<file path="config.mk">
export PLATFORM = sky130hd
export DESIGN_NAME = holt_linear_forecaster_unit
export DESIGN_NICKNAME = d
export VERILOG_FILES = /design/src/rtl/hlf_pkg.sv /design/src/rtl/hlf_ctrl.sv /design/src/rtl/hlf_dp.sv /design/src/rtl/holt_linear_forecaster_unit.sv
export SDC_FILE = /design/constraint.sdc
export NUM_CORES = 2
export LEC_CHECK = 0
export ABC_AREA = 1
export BUFFER_PORTS_ARGS = -buffer_cell sky130_fd_sc_hd__buf_2
export CORE_UTILIZATION = 60
export CTS_CLUSTER_DIAMETER = 30
export DETAILED_ROUTE_END_ITERATION = 16
export PLACE_DENSITY = 0.77
export SYNTH_ARGS = -nofsm -noshare
export SYNTH_HDL_FRONTEND = slang
export SYNTH_SLANG_ARGS = --single-unit
export TNS_END_PERCENT = 100
</file>
<file path="constraint.sdc">
create_clock -name clk -period 10.3 [get_ports clk]
set_input_delay 1.03 -clock clk [delete_from_list [all_inputs] [get_ports clk]]
set_output_delay 1.03 -clock clk [all_outputs]
set_load 0.02 [all_outputs]
</file>
<file path="src/rtl/hlf_pkg.sv">
// Shared types and constants for the Holt linear forecaster.
// Holds configuration indexes, reset values and the controller/datapath command types.
// No dependencies.
`default_nettype none

package hlf_pkg;

  localparam int FIELD_W   = 32;
  localparam int WEIGHT_W  = 17;
  localparam int HORIZON_W = 7;
  localparam int STEP_W    = 7;
  localparam int CFG_IDX_W = 2;

  localparam logic [CFG_IDX_W-1:0] CFG_ALPHA   = 2'd0;
  localparam logic [CFG_IDX_W-1:0] CFG_BETA    = 2'd1;
  localparam logic [CFG_IDX_W-1:0] CFG_HORIZON = 2'd2;

  localparam logic [WEIGHT_W-1:0]  ONE_Q16     = 17'h10000;
  localparam logic [WEIGHT_W-1:0]  ALPHA_RST   = 17'd19661;
  localparam logic [WEIGHT_W-1:0]  BETA_RST    = 17'd6554;
  localparam logic [HORIZON_W-1:0] HORIZON_RST = 7'd8;
  localparam int                   ROUND_Q16   = 32768;

  typedef enum logic [3:0] {
    OP_NONE,
    OP_FIRST,
    OP_SECOND,
    OP_LOAD,
    OP_DIFF_L,
    OP_DIFF_T,
    OP_MUL_LO,
    OP_MUL_HI,
    OP_APPLY_L,
    OP_APPLY_T,
    OP_FINIT,
    OP_EMIT,
    OP_SHORT
  } dp_op_t;

  typedef struct packed {
    dp_op_t op;
    logic   sel_trend;
  } dp_cmd_t;

  typedef struct packed {
    logic out_free;
    logic last_step;
  } dp_sts_t;

endpackage

`default_nettype wire

</file>
<file path="src/rtl/hlf_ctrl.sv">
// Sequencer for the Holt linear forecaster: input handshake, update steps, forecast run.
// Drives datapath commands; depends on hlf_pkg.
`default_nettype none

module hlf_ctrl import hlf_pkg::*; (
  input  logic    clk,
  input  logic    rst_n,
  input  logic    in_valid,
  input  logic    in_series_end,
  output logic    in_ready,
  input  dp_sts_t sts,
  output dp_cmd_t cmd
);

  typedef enum logic [2:0] {
    S_IDLE,
    S_SHORT,
    S_DIFF,
    S_MLO,
    S_MHI,
    S_APPLY,
    S_FINIT,
    S_EMIT
  } state_t;

  state_t     state_r;
  logic [1:0] seen_r;
  logic       phase_r;
  logic       last_r;
  logic       accept;

  assign in_ready = (state_r == S_IDLE);
  assign accept   = in_valid && in_ready;

  always_comb begin
    cmd.op        = OP_NONE;
    cmd.sel_trend = phase_r;
    unique case (state_r)
      S_IDLE: begin
        if (accept) begin
          unique case (seen_r)
            2'd0:    cmd.op = OP_FIRST;
            2'd1:    cmd.op = OP_SECOND;
            default: cmd.op = OP_LOAD;
          endcase
        end
      end
      S_SHORT: begin
        if (sts.out_free) cmd.op = OP_SHORT;
      end
      S_DIFF:  cmd.op = phase_r ? OP_DIFF_T : OP_DIFF_L;
      S_MLO:   cmd.op = OP_MUL_LO;
      S_MHI:   cmd.op = OP_MUL_HI;
      S_APPLY: cmd.op = phase_r ? OP_APPLY_T : OP_APPLY_L;
      S_FINIT: cmd.op = OP_FINIT;
      S_EMIT: begin
        if (sts.out_free) cmd.op = OP_EMIT;
      end
    endcase
  end

  always_ff @(posedge clk) begin
    if (!rst_n) begin
      state_r <= S_IDLE;
      seen_r  <= 2'd0;
      phase_r <= 1'b0;
      last_r  <= 1'b0;
    end else begin
      unique case (state_r)
        S_IDLE: begin
          if (accept) begin
            last_r  <= in_series_end;
            phase_r <= 1'b0;
            unique case (seen_r)
              2'd0: begin
                seen_r  <= 2'd1;
                state_r <= in_series_end ? S_SHORT : S_IDLE;
              end
              2'd1: begin
                seen_r  <= 2'd2;
                state_r <= S_DIFF;
              end
              default: state_r <= S_DIFF;
            endcase
          end
        end
        S_SHORT: begin
          if (sts.out_free) begin
            seen_r  <= 2'd0;
            state_r <= S_IDLE;
          end
        end
        S_DIFF:  state_r <= S_MLO;
        S_MLO:   state_r <= S_MHI;
        S_MHI:   state_r <= S_APPLY;
        S_APPLY: begin
          if (!phase_r) begin
            phase_r <= 1'b1;
            state_r <= S_DIFF;
          end else begin
            state_r <= last_r ? S_FINIT : S_IDLE;
          end
        end
        S_FINIT: state_r <= S_EMIT;
        S_EMIT: begin
          if (sts.out_free && sts.last_step) begin
            seen_r  <= 2'd0;
            state_r <= S_IDLE;
          end
        end
      endcase
    end
  end

endmodule

`default_nettype wire

</file>
<file path="src/rtl/hlf_dp.sv">
// Datapath for the Holt linear forecaster: level/trend state, shared weight multiplier,
// forecast accumulator and output register. Depends on hlf_pkg.
`default_nettype none

module hlf_dp import hlf_pkg::*; #(
  parameter int MAX_HORIZON = 64,
  parameter int PRICE_WIDTH = 32
) (
  input  logic                 clk,
  input  logic                 rst_n,
  input  dp_cmd_t              cmd,
  output dp_sts_t              sts,
  input  logic [FIELD_W-1:0]   in_price,
  input  logic [WEIGHT_W-1:0]  alpha,
  input  logic [WEIGHT_W-1:0]  beta,
  input  logic [HORIZON_W-1:0] horizon,
  input  logic                 out_ready,
  output logic                 out_valid,
  output logic [FIELD_W-1:0]   out_forecast,
  output logic [STEP_W-1:0]    out_step_ahead,
  output logic                 out_final_res,
  output logic                 out_status
);

  localparam int SW  = PRICE_WIDTH + 2;
  localparam int SSW = SW + 1;
  localparam int DW  = PRICE_WIDTH + 4;
  localparam int XW  = DW + 2;
  localparam int MW  = DW + 1;
  localparam int LOW = DW / 2;
  localparam int HIW = DW - LOW;
  localparam int BW  = LOW + 1;
  localparam int PPW = WEIGHT_W + 1 + BW;
  localparam int TW  = WEIGHT_W + 1 + DW + 1;
  localparam int AW  = SW + 8;
  localparam int HCW = 9;

  localparam logic signed [SW-1:0] STATE_MAX   = {1'b0, {(SW-1){1'b1}}};
  localparam logic signed [SW-1:0] STATE_MIN   = {1'b1, {(SW-1){1'b0}}};
  localparam logic signed [AW-1:0] PRICE_MAX_A =
    {{(AW-PRICE_WIDTH){1'b0}}, {PRICE_WIDTH{1'b1}}};
  localparam logic [HCW-1:0]       MAX_H       = HCW'(MAX_HORIZON);

  function automatic logic signed [SW-1:0] sat_state(input logic signed [XW-1:0] v);
    logic signed [SW-1:0] r;
    if (v > XW'(STATE_MAX)) r = STATE_MAX;
    else if (v < XW'(STATE_MIN)) r = STATE_MIN;
    else r = v[SW-1:0];
    return r;
  endfunction

  logic [PRICE_WIDTH+FIELD_W-1:0] price_wide;
  logic signed [SW-1:0]           price_in;
  logic [WEIGHT_W-1:0]            alpha_eff;
  logic [WEIGHT_W-1:0]            beta_eff;
  logic [WEIGHT_W-1:0]            w_sel;
  logic signed [HIW-1:0]          d_hi;
  logic signed [BW-1:0]           mul_b;
  logic signed [PPW-1:0]          mul_p;
  logic signed [TW-1:0]           tot;
  logic signed [TW-1:0]           tot_sh;
  logic signed [MW-1:0]           m_q;
  logic signed [SSW-1:0]          sum_s;
  logic [HORIZON_W-1:0]           h_nz;
  logic [HORIZON_W-1:0]           h_eff;
  logic [PRICE_WIDTH-1:0]         fc_pw;
  logic [PRICE_WIDTH+FIELD_W-1:0] fc_wide;
  logic                           out_free;

  logic signed [SW-1:0]   price_r;
  logic signed [SW-1:0]   level_r;
  logic signed [SW-1:0]   trend_r;
  logic signed [SW-1:0]   prev_r;
  logic signed [SSW-1:0]  s_r;
  logic signed [DW-1:0]   d_r;
  logic signed [PPW-1:0]  plo_r;
  logic signed [PPW-1:0]  phi_r;
  logic signed [AW-1:0]   acc_r;
  logic [STEP_W-1:0]      k_r;
  logic                   out_valid_r;
  logic [FIELD_W-1:0]     out_forecast_r;
  logic [STEP_W-1:0]      out_step_r;
  logic                   out_final_r;
  logic                   out_status_r;

  assign price_wide = {{PRICE_WIDTH{1'b0}}, in_price};
  assign price_in   = $signed({2'b00, price_wide[PRICE_WIDTH-1:0]});

  assign alpha_eff = (alpha > ONE_Q16) ? ONE_Q16 : alpha;
  assign beta_eff  = (beta > ONE_Q16) ? ONE_Q16 : beta;
  assign w_sel     = cmd.sel_trend ? beta_eff : alpha_eff;

  assign d_hi  = d_r[DW-1:LOW];
  assign mul_b = (cmd.op == OP_MUL_HI) ? BW'(d_hi) : $signed({1'b0, d_r[LOW-1:0]});
  assign mul_p = $signed({1'b0, w_sel}) * mul_b;

  assign tot    = (TW'(phi_r) <<< LOW) + TW'(plo_r) + TW'(ROUND_Q16);
  assign tot_sh = tot >>> 16;
  assign m_q    = tot_sh[MW-1:0];

  assign sum_s = SSW'(level_r) + SSW'(trend_r);

  assign h_nz  = (horizon == '0) ? HORIZON_W'(1) : horizon;
  assign h_eff = ({{(HCW-HORIZON_W){1'b0}}, h_nz} > MAX_H) ? MAX_H[HORIZON_W-1:0] : h_nz;

  always_comb begin
    if (acc_r < 0) fc_pw = '0;
    else if (acc_r > PRICE_MAX_A) fc_pw = '1;
    else fc_pw = acc_r[PRICE_WIDTH-1:0];
  end
  assign fc_wide = {{FIELD_W{1'b0}}, fc_pw};

  assign out_free      = !out_valid_r || out_ready;
  assign sts.out_free  = out_free;
  assign sts.last_step = (k_r == h_eff);

  always_ff @(posedge clk) begin
    if (!rst_n) begin
      out_valid_r <= 1'b0;
    end else if (cmd.op == OP_EMIT || cmd.op == OP_SHORT) begin
      out_valid_r <= 1'b1;
    end else if (out_ready) begin
      out_valid_r <= 1'b0;
    end
  end

  always_ff @(posedge clk) begin
    unique case (cmd.op)
      OP_FIRST: begin
        level_r <= price_in;
        trend_r <= '0;
      end
      OP_SECOND: begin
        price_r <= price_in;
        trend_r <= sat_state(XW'(price_in) - XW'(level_r));
      end
      OP_LOAD: price_r <= price_in;
      OP_DIFF_L: begin
        s_r <= sum_s;
        d_r <= DW'(price_r) - DW'(sum_s);
      end
      OP_DIFF_T: d_r <= DW'(level_r) - DW'(prev_r) - DW'(trend_r);
      OP_MUL_LO: plo_r <= mul_p;
      OP_MUL_HI: phi_r <= mul_p;
      OP_APPLY_L: begin
        prev_r  <= level_r;
        level_r <= sat_state(XW'(s_r) + XW'(m_q));
      end
      OP_APPLY_T: trend_r <= sat_state(XW'(trend_r) + XW'(m_q));
      OP_FINIT: begin
        acc_r <= AW'(level_r) + AW'(trend_r);
        k_r   <= STEP_W'(1);
      end
      OP_EMIT: begin
        out_forecast_r <= fc_wide[FIELD_W-1:0];
        out_step_r     <= k_r;
        out_final_r    <= (k_r == h_eff);
        out_status_r   <= 1'b0;
        acc_r          <= acc_r + AW'(trend_r);
        k_r            <= k_r + 1'b1;
      end
      OP_SHORT: begin
        out_forecast_r <= '0;
        out_step_r     <= '0;
        out_final_r    <= 1'b1;
        out_status_r   <= 1'b1;
      end
      default: begin
      end
    endcase
  end

  assign out_valid      = out_valid_r;
  assign out_forecast   = out_forecast_r;
  assign out_step_ahead = out_step_r;
  assign out_final_res  = out_final_r;
  assign out_status     = out_status_r;

endmodule

`default_nettype wire

</file>
<file path="src/rtl/holt_linear_forecaster_unit.sv">
// Top level of the Holt linear forecaster: configuration registers, sequencer and datapath.
// Depends on hlf_pkg, hlf_ctrl and hlf_dp.
//
// Usage: price samples (unsigned Q16.16) enter on the in_ channel, one item per sample,
// with in_series_end high on the last sample of a series. Forecasts leave on the out_
// channel. alpha, beta and horizon are to be written on the cfg_ port only while the block
// is idle; the block itself does not enforce this. Operation: the first sample of a series
// sets the level and a zero trend (if it also ends the series, one too-short result follows
// once the output register is free). Each later sample runs two Holt updates, both through
// one shared weight multiplier that forms each weighted product from two half-width partial
// products. At the end of a series the first forecast is loaded, then forecasts follow at
// one per cycle unless the out_ channel stalls, horizon of them (zero counts as one, capped
// at MAX_HORIZON), the last with out_final_res high. A single output register sits between
// the forecast generator and the out_ channel; while it is stalled the generator holds.
// After the last forecast is loaded the block takes the next item even if that forecast
// has not yet been taken. Reset (synchronous, active low) clears the series state and the
// output valid flag and loads the default weights and horizon.
`default_nettype none

module holt_linear_forecaster_unit import hlf_pkg::*; #(
  parameter int MAX_HORIZON = 64,
  parameter int PRICE_WIDTH = 32
) (
  input  logic                 clk,
  input  logic                 rst_n,
  input  logic                 in_valid,
  output logic                 in_ready,
  input  logic [FIELD_W-1:0]   in_price,
  input  logic                 in_series_end,
  output logic                 out_valid,
  input  logic                 out_ready,
  output logic [FIELD_W-1:0]   out_forecast,
  output logic [STEP_W-1:0]    out_step_ahead,
  output logic                 out_final_res,
  output logic                 out_status,
  input  logic                 cfg_wr_en,
  input  logic [CFG_IDX_W-1:0] cfg_index,
  input  logic [WEIGHT_W-1:0]  cfg_wdata
);

  logic [WEIGHT_W-1:0]  alpha_r;
  logic [WEIGHT_W-1:0]  beta_r;
  logic [HORIZON_W-1:0] horizon_r;
  dp_cmd_t              cmd;
  dp_sts_t              sts;

  always_ff @(posedge clk) begin
    if (!rst_n) begin
      alpha_r   <= ALPHA_RST;
      beta_r    <= BETA_RST;
      horizon_r <= HORIZON_RST;
    end else if (cfg_wr_en) begin
      unique case (cfg_index)
        CFG_ALPHA:   alpha_r   <= cfg_wdata;
        CFG_BETA:    beta_r    <= cfg_wdata;
        CFG_HORIZON: horizon_r <= cfg_wdata[HORIZON_W-1:0];
        default: begin
        end
      endcase
    end
  end

  hlf_ctrl u_ctrl (
    .clk           (clk),
    .rst_n         (rst_n),
    .in_valid      (in_valid),
    .in_series_end (in_series_end),
    .in_ready      (in_ready),
    .sts           (sts),
    .cmd           (cmd)
  );

  hlf_dp #(
    .MAX_HORIZON (MAX_HORIZON),
    .PRICE_WIDTH (PRICE_WIDTH)
  ) u_dp (
    .clk            (clk),
    .rst_n          (rst_n),
    .cmd            (cmd),
    .sts            (sts),
    .in_price       (in_price),
    .alpha          (alpha_r),
    .beta           (beta_r),
    .horizon        (horizon_r),
    .out_ready      (out_ready),
    .out_valid      (out_valid),
    .out_forecast   (out_forecast),
    .out_step_ahead (out_step_ahead),
    .out_final_res  (out_final_res),
    .out_status     (out_status)
  );

endmodule

`default_nettype wire
</file>
==> impl_results.md <==
* Final GP Congestion at ~1.1
* Stages on the worst setup path at 24
* Final hold violation count at 0
* Post-Syn Area at between 40000 and 50000 µm²
* Worst Path Required at approximately 11000 ps
* #FFs+latches synth at 401
* Final instance area at slightly above 50000 µm²
* CTS clk-pin slew, worst paths at 50 ps
* Post-CTS Hold Buffers at 0
* Setup violators final at 0
* Number of synthesized flops with an enable pin at around 350
* FILL cells at roughly 6500
* Yosys cell types at 57
* Area grow syn2layout at 11.01%
* Async set-reset flop share out of synthesis at 0%
* Nets@finish at roughly 7000
* WL final at roughly 180000 µm
* Initial antenna violation count at 6
* Setup tns final at 0 ps
* Fmax at 117.4 MHz
* Die ar. at 78820 µm²
* Pre-antenna DRT Iters at 7
* HP Class: register to register
* Fin crit period at 8519 ps
* FP Rows at ~100
* Status: complete, no violations
* Syn Nets at 6981
* Root Buffer: clkbuf_16
* Max Root-Sink Buffers at 3
* Cell count after synthesis at ~6200
* RSZ-0062 raised after global routing: false
* Post-DP HPWL at approximately 140000 µm
* Core ar. at 76450 µm²
* Multi-input gate area at between 30000 and 40000 µm²
* Critical Path AT at around 8900 ps
* Clock sink count at between 400 and 500
* Total gr overflow at 0
* Reg area at 11550 µm²
* CP endpoint kind: register
* Most common cell on crit path: fa_1
* Max stage delay on crit path at 810 ps
* Synth warn at 0
* Slew Limit Fails at 0
* Worst slew margin at ~17%
* CP max FO at 16
* Pre-CTS setup slack at roughly 2000 ps
* R2R depth at 24
* CP Class: register to register
* Worst path cell trace: nor4_1, nand4_1, nand2_1, nand3_1, nand2_1, nand2_1, fa_1, inv_1, fa_1, fa_1, fa_1, fa_1, inv_1, fa_1, inv_1, ha_1, a21oi_1, o21ai_0, a21oi_1, nand3_1, a21o_1, a21boi_0, o21ai_0, xor2_1
* Crit path launch type: register
* Placed cell areas at about 48000 µm²
* Starting DRC count in detailed routing at 5750
* # DRC at 0
* Setup WS post-layout at about 1800 ps
* Global-route wire length before repair at 259800 µm
* Die width at 280.8 µm
* Least-Margin Pin Slew at ~1200 ps
* TritonCTS clock tree: done
* H-tree levels at 3
* Tot GR Track Use at around 44%
* Largest net degree at the start of global routing at 65
* Crit share post-route at 82.71%
* Vias in the first global route at roughly 44000
* Post-cts sizing count at 0
* Input/output buffers at ~100
* Dpl cells at ~7200
* Initial cell density of the core at between 60 and 70%
* IO Count at 100
* Vias at around 45000
* Worst clock skew at 46.31 ps
* Register area share after synthesis at between 20% and 30%
* Avg Cell Area, Syn at approximately 7.5 µm²
* Layout cells sized above 1 at 5.718%
* Cell family with most CP delay: adder cells
* Post-CTS repair timing setup buffer count at 0
* WL per Instance at around 24 µm
* Die height at between 200 and 300 µm
* Crit-path slowest cell: nand2_1
* Vias per std cell at slightly above 6
* Maxcap violations at 0
* Crit path buffers/inverters at 3
* Hold Path Depth at 2
* Final ANT Viol Nets at 0
* Non-filler cells, final at around 7400
* Ys flop type: edfxtp_1
* CTS buffer count at 96
* Clock network latency to the later pin of the worst-skew pair at ~670 ps
metal layers:
metal	wire length [µm]	global-route usage (%)
met3	24870	13.36
met5	9	0
met2	73580	65.80
met4	9197	20.33
met1	67580	59.75
layout make-up:
class | instances | area share [%]
Antenna cell | 5 | 0.02418
Clock buffer | 108 | 4.770
Clock inverter | 74 | 1.864
Inverter | 1156 | 8.384
Multi-Input combinational cell | 4525 | 58.64
Sequential cell | 401 | 22.32
Tap cell | 1030 | 2.490
Timing Repair Buffer | 137 | 1.509
stage by stage:
step / hold slack [ps] / utilization (%)
final: 473.8 / 67.69
after global routing: 509.1 / 67.68
after CTS: 474.5 / 67.68
after detailed placement: 462.8 / 63.18
after global placement: 457.0 / 63.18
after floorplan: 443.7 / -
sequential cells by signal, summed over array words and instances (netlist names):
name / count
u_ctrl.phase_r: 1
u_ctrl.last_r: 1
u_dp.d_r: 36
u_dp.level_r: 34
u_dp.out_valid: 1
alpha_r: 17
u_dp.out_final_res: 1
u_dp.k_r: 7
u_dp.price_r: 32
u_dp.prev_r: 34
u_dp.out_status: 1
beta_r: 17
horizon_r: 7
u_dp.plo_r: 22
u_dp.out_forecast: 32
u_dp.phi_r: 35
u_ctrl.state_r: 3
u_ctrl.seen_r: 2
u_dp.s_r: 35
u_dp.acc_r: 42
u_dp.out_step_ahead: 7
u_dp.trend_r: 34
cells in the final DEF (no fill, tap or decap), types with 17 or more instances in the layout:
| master | count |
|---|---|
| nand2_1 | 1386 |
| inv_1 | 1137 |
| a21oi_1 | 598 |
| nor2_1 | 491 |
| ha_1 | 378 |
| fa_1 | 366 |
| edfxtp_1 | 352 |
| o21ai_0 | 343 |
| nand3_1 | 282 |
| xor2_1 | 138 |
| buf_2 | 99 |
| clkbuf_16 | 97 |
| xnor2_1 | 90 |
| nor3_1 | 65 |
| dfxtp_1 | 49 |
| nand4_1 | 44 |
| a21o_1 | 42 |
| o21bai_1 | 40 |
| a31oi_1 | 39 |
| buf_4 | 38 |
| or2_1 | 31 |
| o21a_1 | 22 |
| or2_2 | 22 |
| nor4_1 | 19 |
| clkinv_1 | 18 |
| a21boi_0 | 18 |
| nand3b_1 | 18 |
| bufinv_16 | 17 |
worst reg2reg max path, stage by stage (launching register included):
cell and delay (ps):
dfxtp_1 320, nor4_1 350, nand4_1 130, nand2_1 390
nand3_1 530, nand2_1 810, nand2_1 180, fa_1 580
inv_1 60, fa_1 520, fa_1 440, fa_1 540
fa_1 570, inv_1 70, fa_1 550, inv_1 50
ha_1 350, a21oi_1 250, o21ai_0 170, a21oi_1 160
nand3_1 150, a21o_1 230, a21boi_0 450, o21ai_0 230
xor2_1 190
cells in the mapped netlist (69+ instances only):
library cell  number  share of area [%]
a21oi_1          598                6.4
edfxtp_1         352                 23
fa_1             366                 16
ha_1             378                 10
inv_1           1137                9.2
nand2_1         1388                 11
nand3_1          283                3.0
nor2_1           492                4.0
nor3_1            69               0.74
o21ai_0          344                3.7
xnor2_1           90                1.7
xor2_1           138                2.6
path summary, 6_finish.rpt:
kind                               to  slack [ps]                     start
min           beta_r[14]$_SDFFE_PN0P_         470   beta_r[14]$_SDFFE_PN0P_
max          u_dp.plo_r[35]$_DFFE_PN_        1780  alpha_r[12]$_SDFFE_PN0P_
max reg2reg  u_dp.plo_r[35]$_DFFE_PN_        1780  alpha_r[12]$_SDFFE_PN0P_
min reg2reg   beta_r[14]$_SDFFE_PN0P_         470   beta_r[14]$_SDFFE_PN0P_
kinds of logic after synthesis:
kind of cell | count (synthesis) | synth area share [%]
and+or+nand+nor | 2383 | 21.03
buffers and inverters | 1254 | 10.25
AOI/OAI and AO/OA | 1169 | 13.76
adders and majority gates | 744 | 25.86
DFF | 401 | 24.78
xor gates and xnor gates | 229 | 4.318
Power is not shown: default switching activity piles up to over one toggle a cycle in this logic, so the estimate is an artifact.
